$ cat config.mk
export PLATFORM = sky130hd
export DESIGN_NAME = indexed_list_insert_erase
export DESIGN_NICKNAME = d
export VERILOG_FILES = /design/src/ilie_pkg.sv /design/src/ilie_ctrl.sv /design/src/ilie_dp.sv /design/src/indexed_list_insert_erase.sv
export VERILOG_INCLUDE_DIRS = /design/src /design/src/src
export SDC_FILE = /design/constraint.sdc
export NUM_CORES = 1
export LEC_CHECK = 0
export BUFFER_PORTS_ARGS = -buffer_cell sky130_fd_sc_hd__buf_2
export CAP_MARGIN = 15
export CORE_ASPECT_RATIO = 0.6
export CORE_UTILIZATION = 55
export CTS_CLUSTER_SIZE = 14
export DETAILED_ROUTE_END_ITERATION = 7
export PLACE_DENSITY = 0.72
export SYNTH_ARGS = -nofsm -noshare
export SYNTH_HDL_FRONTEND = slang
export SYNTH_SLANG_ARGS = --single-unit
$ cat constraint.sdc
create_clock -name clk_i -period 5.7 [get_ports clk_i]
set_input_delay 1.425 -clock clk_i [delete_from_list [all_inputs] [get_ports clk_i]]
set_output_delay 1.425 -clock clk_i [all_outputs]
set_load 0.01 [all_outputs]
$ cat src/indexed_list_insert_erase_defines.svh
// assertion macros for the indexed list insert and erase block
`ifndef INDEXED_LIST_INSERT_ERASE_DEFINES_SVH
`define INDEXED_LIST_INSERT_ERASE_DEFINES_SVH

`ifndef SYNTH

`define ILIE_ASSERT_IMP(name, ante, cons, msg) \
  name: assert property (@(posedge clk_i) disable iff (!rst_ni) (ante) |-> (cons)) \
    else $error(msg);

`define ILIE_ASSERT_NXT(name, ante, cons, msg) \
  name: assert property (@(posedge clk_i) disable iff (!rst_ni) (ante) |=> (cons)) \
    else $error(msg);

`else

`define ILIE_ASSERT_IMP(name, ante, cons, msg)

`define ILIE_ASSERT_NXT(name, ante, cons, msg)

`endif

`endif

$ cat src/ilie_pkg.sv
// types and constants shared by the indexed list insert and erase block
`default_nettype none

package ilie_pkg;

  localparam int unsigned CAPACITY = 16;
  localparam int unsigned IDX_W    = $clog2(CAPACITY);
  localparam int unsigned CNT_W    = $clog2(CAPACITY + 1);
  localparam int unsigned POS_W    = 5;
  localparam int unsigned DATA_W   = 32;
  localparam int unsigned CMP_W    = (POS_W > CNT_W) ? POS_W : CNT_W;

  typedef enum logic [1:0] {
    KIND_INSERT = 2'd0,
    KIND_ERASE  = 2'd1,
    KIND_READ   = 2'd2
  } kind_e;

  typedef enum logic {
    ST_EMPTY = 1'b0,
    ST_HOLD  = 1'b1
  } ctrl_state_e;

  typedef struct packed {
    logic [1:0]              kind;
    logic [POS_W-1:0]        position;
    logic signed [DATA_W-1:0] value;
  } req_t;

  typedef struct packed {
    logic                     ok;
    logic [4:0]               count;
    logic signed [DATA_W-1:0] read_data;
  } rsp_t;

  typedef struct packed {
    logic load;
    logic op_ins;
    logic op_era;
    logic op_rd;
  } cmd_t;

  typedef struct packed {
    logic [CNT_W-1:0] count;
  } stat_t;

endpackage

`default_nettype wire

$ cat src/ilie_ctrl.sv
// controller: handshake state machine and request decode
`default_nettype none

module ilie_ctrl (
  input  wire logic          clk_i,
  input  wire logic          rst_ni,
  input  wire logic          in_valid_i,
  output logic               in_ready_o,
  input  wire ilie_pkg::req_t in_req_i,
  output logic               out_valid_o,
  input  wire logic          out_ready_i,
  input  wire ilie_pkg::stat_t stat_i,
  output ilie_pkg::cmd_t     cmd_o
);
  import ilie_pkg::*;

  ctrl_state_e state_q, state_d;
  logic        accept;
  logic        full;
  logic        pos_le_cnt;
  logic        pos_lt_cnt;

  assign full       = (stat_i.count == CNT_W'(CAPACITY));
  assign pos_le_cnt = (CMP_W'(in_req_i.position) <= CMP_W'(stat_i.count));
  assign pos_lt_cnt = (CMP_W'(in_req_i.position) <  CMP_W'(stat_i.count));

  always_comb begin
    state_d = state_q;
    unique case (state_q)
      ST_EMPTY: begin
        if (in_valid_i) begin
          state_d = ST_HOLD;
        end
      end
      ST_HOLD: begin
        if (out_ready_i && !in_valid_i) begin
          state_d = ST_EMPTY;
        end
      end
      default: state_d = ST_EMPTY;
    endcase
  end

  always_comb begin
    in_ready_o  = (state_q == ST_EMPTY) || out_ready_i;
    out_valid_o = (state_q == ST_HOLD);
    accept      = in_valid_i && in_ready_o;
    cmd_o       = '0;
    cmd_o.load  = accept;
    unique case (kind_e'(in_req_i.kind))
      KIND_INSERT: cmd_o.op_ins = accept && pos_le_cnt && !full;
      KIND_ERASE:  cmd_o.op_era = accept && pos_lt_cnt;
      KIND_READ:   cmd_o.op_rd  = accept && pos_lt_cnt;
      default:     cmd_o.op_ins = 1'b0;
    endcase
  end

  always_ff @(posedge clk_i or negedge rst_ni) begin
    if (!rst_ni) begin
      state_q <= ST_EMPTY;
    end else begin
      state_q <= state_d;
    end
  end

endmodule

`default_nettype wire

$ cat src/ilie_dp.sv
// datapath: shifting entry cells, fill count and response register
`default_nettype none

`include "indexed_list_insert_erase_defines.svh"

module ilie_dp (
  input  wire logic           clk_i,
  input  wire logic           rst_ni,
  input  wire ilie_pkg::req_t in_req_i,
  input  wire ilie_pkg::cmd_t cmd_i,
  output ilie_pkg::stat_t     stat_o,
  output ilie_pkg::rsp_t      rsp_o
);
  import ilie_pkg::*;

  logic [DATA_W-1:0] entries_q [CAPACITY];
  logic [DATA_W-1:0] entries_d [CAPACITY];
  logic [CNT_W-1:0]  count_q, count_d;
  rsp_t              rsp_q, rsp_d;
  logic [CMP_W-1:0]  pos;

  assign pos = CMP_W'(in_req_i.position);

  // each cell takes the request value, its lower or its upper neighbor
  always_comb begin
    for (int i = 0; i < CAPACITY; i++) begin
      entries_d[i] = entries_q[i];
      if (cmd_i.op_ins) begin
        if (CMP_W'(i) == pos) begin
          entries_d[i] = in_req_i.value;
        end else if (i > 0 && CMP_W'(i) > pos) begin
          entries_d[i] = entries_q[(i > 0) ? i - 1 : 0];
        end
      end else if (cmd_i.op_era) begin
        if (i < CAPACITY - 1 && CMP_W'(i) >= pos) begin
          entries_d[i] = entries_q[(i < CAPACITY - 1) ? i + 1 : i];
        end
      end
    end
  end

  always_comb begin
    count_d = count_q;
    if (cmd_i.op_ins) begin
      count_d = CNT_W'(count_q + 1'b1);
    end else if (cmd_i.op_era) begin
      count_d = CNT_W'(count_q - 1'b1);
    end
  end

  always_comb begin
    rsp_d           = rsp_q;
    if (cmd_i.load) begin
      rsp_d.ok        = cmd_i.op_ins || cmd_i.op_era || cmd_i.op_rd;
      rsp_d.count     = 5'(count_d);
      rsp_d.read_data = cmd_i.op_rd ? entries_q[in_req_i.position[IDX_W-1:0]] : '0;
    end
  end

  always_ff @(posedge clk_i) begin
    for (int i = 0; i < CAPACITY; i++) begin
      entries_q[i] <= entries_d[i];
    end
    rsp_q <= rsp_d;
  end

  always_ff @(posedge clk_i or negedge rst_ni) begin
    if (!rst_ni) begin
      count_q <= '0;
    end else begin
      count_q <= count_d;
    end
  end

  assign stat_o.count = count_q;
  assign rsp_o        = rsp_q;

  `ILIE_ASSERT_IMP(a_count_bound, 1'b1, count_q <= CNT_W'(CAPACITY), "fill count above capacity")
  `ILIE_ASSERT_IMP(a_one_op, 1'b1, $onehot0({cmd_i.op_ins, cmd_i.op_era, cmd_i.op_rd}), "several ops at once")
  `ILIE_ASSERT_IMP(a_op_needs_load, cmd_i.op_ins || cmd_i.op_era || cmd_i.op_rd, cmd_i.load, "op without request")
  `ILIE_ASSERT_NXT(a_ins_grows, cmd_i.op_ins, count_q == CNT_W'($past(count_q) + 1'b1), "insert did not grow list")
  `ILIE_ASSERT_NXT(a_era_shrinks, cmd_i.op_era, count_q == CNT_W'($past(count_q) - 1'b1), "erase did not shrink list")
  `ILIE_ASSERT_NXT(a_rd_zero, cmd_i.load && !cmd_i.op_rd, rsp_q.read_data == '0, "read data not zero")

endmodule

`default_nettype wire

$ cat src/indexed_list_insert_erase.sv
// top level of the indexed list with insert, erase and read at a position
`default_nettype none

// Ordered list of up to 16 signed 32-bit entries with a fill count. Per accepted
// request the entry cells shift the whole tail up on an insert or down on an
// erase as they are registered, each cell loading its neighbor under a compare
// with the position. One response comes back per request, from an output
// register; a new request is taken in the cycle the pending response is taken,
// so a stream runs at one request per cycle while the output is ready. Failed
// requests (bad position, full list, unused kind) leave the list unchanged and
// report ok low. Reset clears only the count and control state, not the entries.
module indexed_list_insert_erase (
  input  wire logic           clk_i,
  input  wire logic           rst_ni,
  input  wire logic           in_valid_i,
  output logic                in_ready_o,
  input  wire ilie_pkg::req_t in_req_i,
  output logic                out_valid_o,
  input  wire logic           out_ready_i,
  output ilie_pkg::rsp_t      out_rsp_o
);
  import ilie_pkg::*;

  cmd_t  cmd;
  stat_t stat;

  ilie_ctrl u_ctrl (
    .clk_i       (clk_i),
    .rst_ni      (rst_ni),
    .in_valid_i  (in_valid_i),
    .in_ready_o  (in_ready_o),
    .in_req_i    (in_req_i),
    .out_valid_o (out_valid_o),
    .out_ready_i (out_ready_i),
    .stat_i      (stat),
    .cmd_o       (cmd)
  );

  ilie_dp u_dp (
    .clk_i    (clk_i),
    .rst_ni   (rst_ni),
    .in_req_i (in_req_i),
    .cmd_i    (cmd),
    .stat_o   (stat),
    .rsp_o    (out_rsp_o)
  );

endmodule

`default_nettype wire
; After elaboration in Yosys (flattened, before gate mapping)
; Memory sizes are Yosys's and may differ from the RTL's. A register that Yosys moved wholly into a read port is not among the register bits.
; Index checks and enable logic that the tools add are counted.
[totals]
ramBits = 512
register_bits = 12
mem_count = 1
input_bits = 43
[mem_list]
columns = memory, depth, word_bits, read_ports, rd_ports_with_merged_regs, write_ports, line_no
row1 = u_dp.entries_q, 16, 32, 17, 1, 16, ilie_dp.sv:16  ; logic [DATA_W-1:0] entries_q [CAPACITY];
[op_classes]
n_mux = 85
n_reduce_logical = 13
add_sub_neg = 2
n_lt_le_gt_ge = 32
n_bitwise = 1
eq_ne = 18
[op_table]
columns = operator, n
row1 = 2-to-1 mux 32 bit, 77
row2 = "equality test 4 x 5 -> 1 bit, first input constant", 8
row3 = "greater-than comparator 4 x 5 -> 1 bit, first input constant", 8
row4 = "greater-or-equal comparator 4 x 5 -> 1 bit, first input constant", 7
row5 = "equality test 3 x 5 -> 1 bit, first input constant", 4
row6 = "greater-or-equal comparator 3 x 5 -> 1 bit, first input constant", 4
row7 = "greater-than comparator 3 x 5 -> 1 bit, first input constant", 4
row8 = "equality test 2 x 5 -> 1 bit, first input constant", 2
row9 = "greater-or-equal comparator 1 x 5 -> 1 bit, first input constant", 2
row10 = "greater-or-equal comparator 2 x 5 -> 1 bit, first input constant", 2
row11 = "greater-than comparator 2 x 5 -> 1 bit, first input constant", 2
row12 = 2-to-1 mux 5 bit, 2
row13 = "adder 5 x 1 -> 5 bit, second input constant", 1
row14 = "equality test 1 x 5 -> 1 bit, first input constant", 1
row15 = "equality test 5 bit, second input constant", 1
row16 = "greater-than comparator 1 x 5 -> 1 bit, first input constant", 1
row17 = <= comparator 5 bit, 1
row18 = logical AND 1 bit, 5
row19 = logical NOT 5 bit, 1
row20 = less-than comparator 5 bit, 1
row21 = 2-to-1 mux 1 bit, 5
row22 = "subtractor 5 x 1 -> 5 bit, second input constant", 1
row23 = logical NOT 1 bit, 3
row24 = logical OR 1 bit, 3
row25 = other kinds (5), 5

; Longest topological paths before layout
[depth]
depth_word = 8
depth_mapped = 13

; Hierarchy
; From an unflattened synthesis, not the netlist that was laid out.
[hier_totals]
hier_cells = 3227
area_unflattened_um2 = 32633.8
[by_module_without_submodules]
columns = mod, area_each_um2, n_inst, seq_area_each_um2, cells_each
row1 = ilie_dp, 32396.1, 1, 16641.0, 3196
row2 = ilie_ctrl, 237.7, 1, 25.0, 31

; Worst setup path before layout
; Ideal clock, no wire load.
[synth_timing]
path_kind = input -> register
start = in in_req_i[32] (netlist bit)
end = mem u_dp.entries_q[11][0], enable pin
setup_ps = 468
stages = 13
required_time_ps = 5232
arrival_ps = 5897
path_slack_ps = -665
cell_sequence = buf_4 -> buf_2 -> buf_2 -> inv_1 -> buf_2 -> ha_1 -> inv_1 -> or2_1 -> a21oi_4 -> buf_4 -> nor2_1 -> buf_2 -> nor3b_1
[synth_lines]
columns = element, line_no
row1 = "start, declared", indexed_list_insert_erase.sv:17  ; input wire ilie_pkg::req_t in_req_i,
row2 = "end, declared", ilie_dp.sv:16

==> impl_metrics.json <==
{
  "status": "complete, no violations",
  "initial_utilization": 0.563,
  "cts_root_buf": "clkbuf_16",
  "grt_pass1_wl_microns": 136000,
  "wl_per_cell_microns": 27.4,
  "drt-initial-drc-count": 3257,
  "die_h_microns": 188,
  "drive_gt1_frac": 0.170,
  "ys_ff_latch": 556,
  "post_cts_buffers": 0,
  "clk_path_buf_depth": 3,
  "multi_input_area_sq_um": 13900,
  "yosysMostFrequentCell": "edfxtp_1",
  "io_buffers": 82,
  "worstMarginPinSlew_ps": 1150,
  "grt.total_usage": 0.309,
  "wl_microns": 91800,
  "pwr-share-clk": 0.360,
  "utilization": 0.606,
  "fin_total_pwr_mw": 9.26,
  "ios": 83,
  "postSynthAreaPerCell_sq_um": 12.2,
  "numCtsBuffers": 53,
  "peakVddDrop_mv": 0.246,
  "num_vias": 22344,
  "max-slew-margin-rel": 0.228,
  "tritoncts": "built",
  "skew_ps": 10.7,
  "synth_cell_types": 52,
  "grt_use_met2": 0.426,
  "dieArea_sq_um": 58700,
  "synth_sequential_area_ratio": 0.525,
  "cts_hold_buf": 0,
  "seqPwrFrac": 0.514,
  "antenna_found_initial": 2,
  "internal_power_mw": 6.82,
  "clkTransAtPathRegs_ps": 60,
  "powerDensity_nw_per_um2": 271,
  "viasPerCell": 6.66,
  "timing.final.crit_share": 0.757,
  "grt_overflow": 0,
  "grt_max_degree": 220,
  "syn_inst": 2602,
  "cts_resized": 0,
  "yosys-top-cells-count": "edfxtp_1, mux2i_1, a21oi_1",
  "path_class": "primary input to flop",
  "path_max_fanout": 41,
  "syn2layout_area_growth_pct": 7.66,
  "ys_async_sr_fraction": 0.0108,
  "worst_setup_path_start_kind": "primary input",
  "synth_top_area_share": 0.520,
  "n_fill_cell": 4375,
  "synth_area_leaders": "edfxtp_1, mux2i_1, mux4_2, a21oi_1, nor2_1",
  "ff_latch_area_sq_um": 16700,
  "ys_dominant_reg_cell": "edfxtp_1",
  "finalSetupViolations": 0,
  "synth_nets": 2652,
  "drtAntennaViolNets": 0,
  "nNetsFinal": 2609,
  "drc": 0,
  "hp-class": "flop to flop",
  "yosysTopAreaCell": "edfxtp_1",
  "netlist_area_sq_um": 31800,
  "die_w_microns": 312,
  "fp.coreArea_sq_um": 56400,
  "use_met1": 0.490,
  "grt.busiest_layer": "met1",
  "yosysWarnings": 0,
  "slew_violations": 0,
  "grt_pass1_vias": 20884,
  "critical_path_required_ps": 6020,
  "post-route-min-period_ps": 4310,
  "endpoint_kind": "flop",
  "dp_hpwl_microns": 54000,
  "p_comb_frac": 0.126,
  "insertion_delay_ps": 630,
  "htreeDepth": 2,
  "synth_edf_count": 550,
  "p_switching_mw": 2.44,
  "rsz0062_at_grt": "no",
  "switching_share": 0.263,
  "power_leakage_nw": 12.9,
  "firstDrtPassIters": 6,
  "maxCapViolations": 0,
  "clock.fmax_mhz": 232,
  "use_met3": 0.0648,
  "fp-row-count": 67,
  "gp_congestion": 0.860,
  "clock-sinks": 556,
  "worstPathArrival_ps": 4640,
  "finalHoldViolations": 0
}
-- metal layers --
layer,share of wire,routed length (microns)
met4,0.022,2050
met1,0.45,40900
met3,0.12,10900
met5,0.00011,10
met2,0.41,37900
-- metrics by stage --
| stage | area [sq um] | worst slack, ps | hold WS, ps | TNS [ps] | instances |
|---|---|---|---|---|---|
| after detailed placement | 32700 | 857 | 527 | 0 | 3263 |
| final | 34200 | 1390 | 555 | 0 | 3354 |
| after CTS | 34200 | 1510 | 549 | 0 | 3353 |
| after floorplan | 31800 | -529 | 483 | -50750 | 2602 |
| after global placement | 32700 | 934 | 540 | 0 | 3263 |
| after global routing | 34200 | 1280 | 572 | 0 | 3353 |
-- cells in the final DEF, fill, tap and decap left out, types with 27 or more instances in the layout --
| master | count |
|---|---|
| nor2b_1 | 27 |
| mux2i_1 | 496 |
| a21oi_1 | 466 |
| mux2_2 | 79 |
| a211oi_1 | 57 |
| nor2_1 | 455 |
| mux4_2 | 112 |
| buf_2 | 78 |
| edfxtp_1 | 550 |
| clkbuf_16 | 53 |
| buf_4 | 48 |
-- critical path, cell delays in order --
cell and delay, ps:
buf_2 410, ha_1 350, a21oi_1 240, o221ai_2 190, a21oi_4 210, buf_4 450, o21ai_1 420, inv_2 620
buf_12 280
-- cells by family (layout without fill, tap and decap cells) --
logic type               count (synthesis)  in the layout  share of synthesized area
adder cells (fa/ha/maj)                  7              7                    0.00276
other                                    0              1                          0
buffers and inverters                  252            244                     0.0421
multiplexers                           688            688                      0.264
XOR/XNOR                                 4              4                    0.00110
AO/OA/AOI/OAI                          564            564                     0.0960
AND/OR/NAND/NOR                        531            531                     0.0692
flip-flops                             556            556                      0.525
-- registers in the layout (all words and copies together), names as in the netlist --
signal,flops
u_dp.entries_q,512
u_dp.rsp_o,38
u_dp.stat_o,5
u_ctrl.out_valid_o,1
-- worst paths after layout --
check	start	to	slack, ps	depth (start not counted)
max reg2reg	u_dp.stat_o[2]	u_dp.entries_q[7][25]	2100	9
max	in_req_i[36]	u_dp.entries_q[7][25]	1390	9
min in group asynchronous	rst_ni	u_dp.stat_o[4]	610	1
min	u_dp.stat_o[4]	u_dp.stat_o[4]	550	1
max in group asynchronous	rst_ni	u_dp.stat_o[0]	4940	1
min reg2reg	u_dp.stat_o[4]	u_dp.stat_o[4]	550	1
-- power groups by stage --
stage          logic, mW  clock network [mW]  registers, mW
4_1_cts             1.14                3.37           4.76
2_1_floorplan      0.821                   0           4.83
5_1_grt             1.25                3.51           4.78
6_report            1.17                3.33           4.77
3_3_place_gp        1.11                   0           4.84
3_5_place_dp        1.14                   0           4.85
-- layout make-up --
type / count / area share
well taps: 759 / 0.0278
inverters: 11 / 0.00121
clock inverters: 24 / 0.00377
multi-input cells: 1794 / 0.408
repair buffers: 143 / 0.0312
clock buffers: 66 / 0.0411
diodes: 1 / 0.0000732
flip-flops and latches: 556 / 0.487
Power figures use the tool's default switching activity.
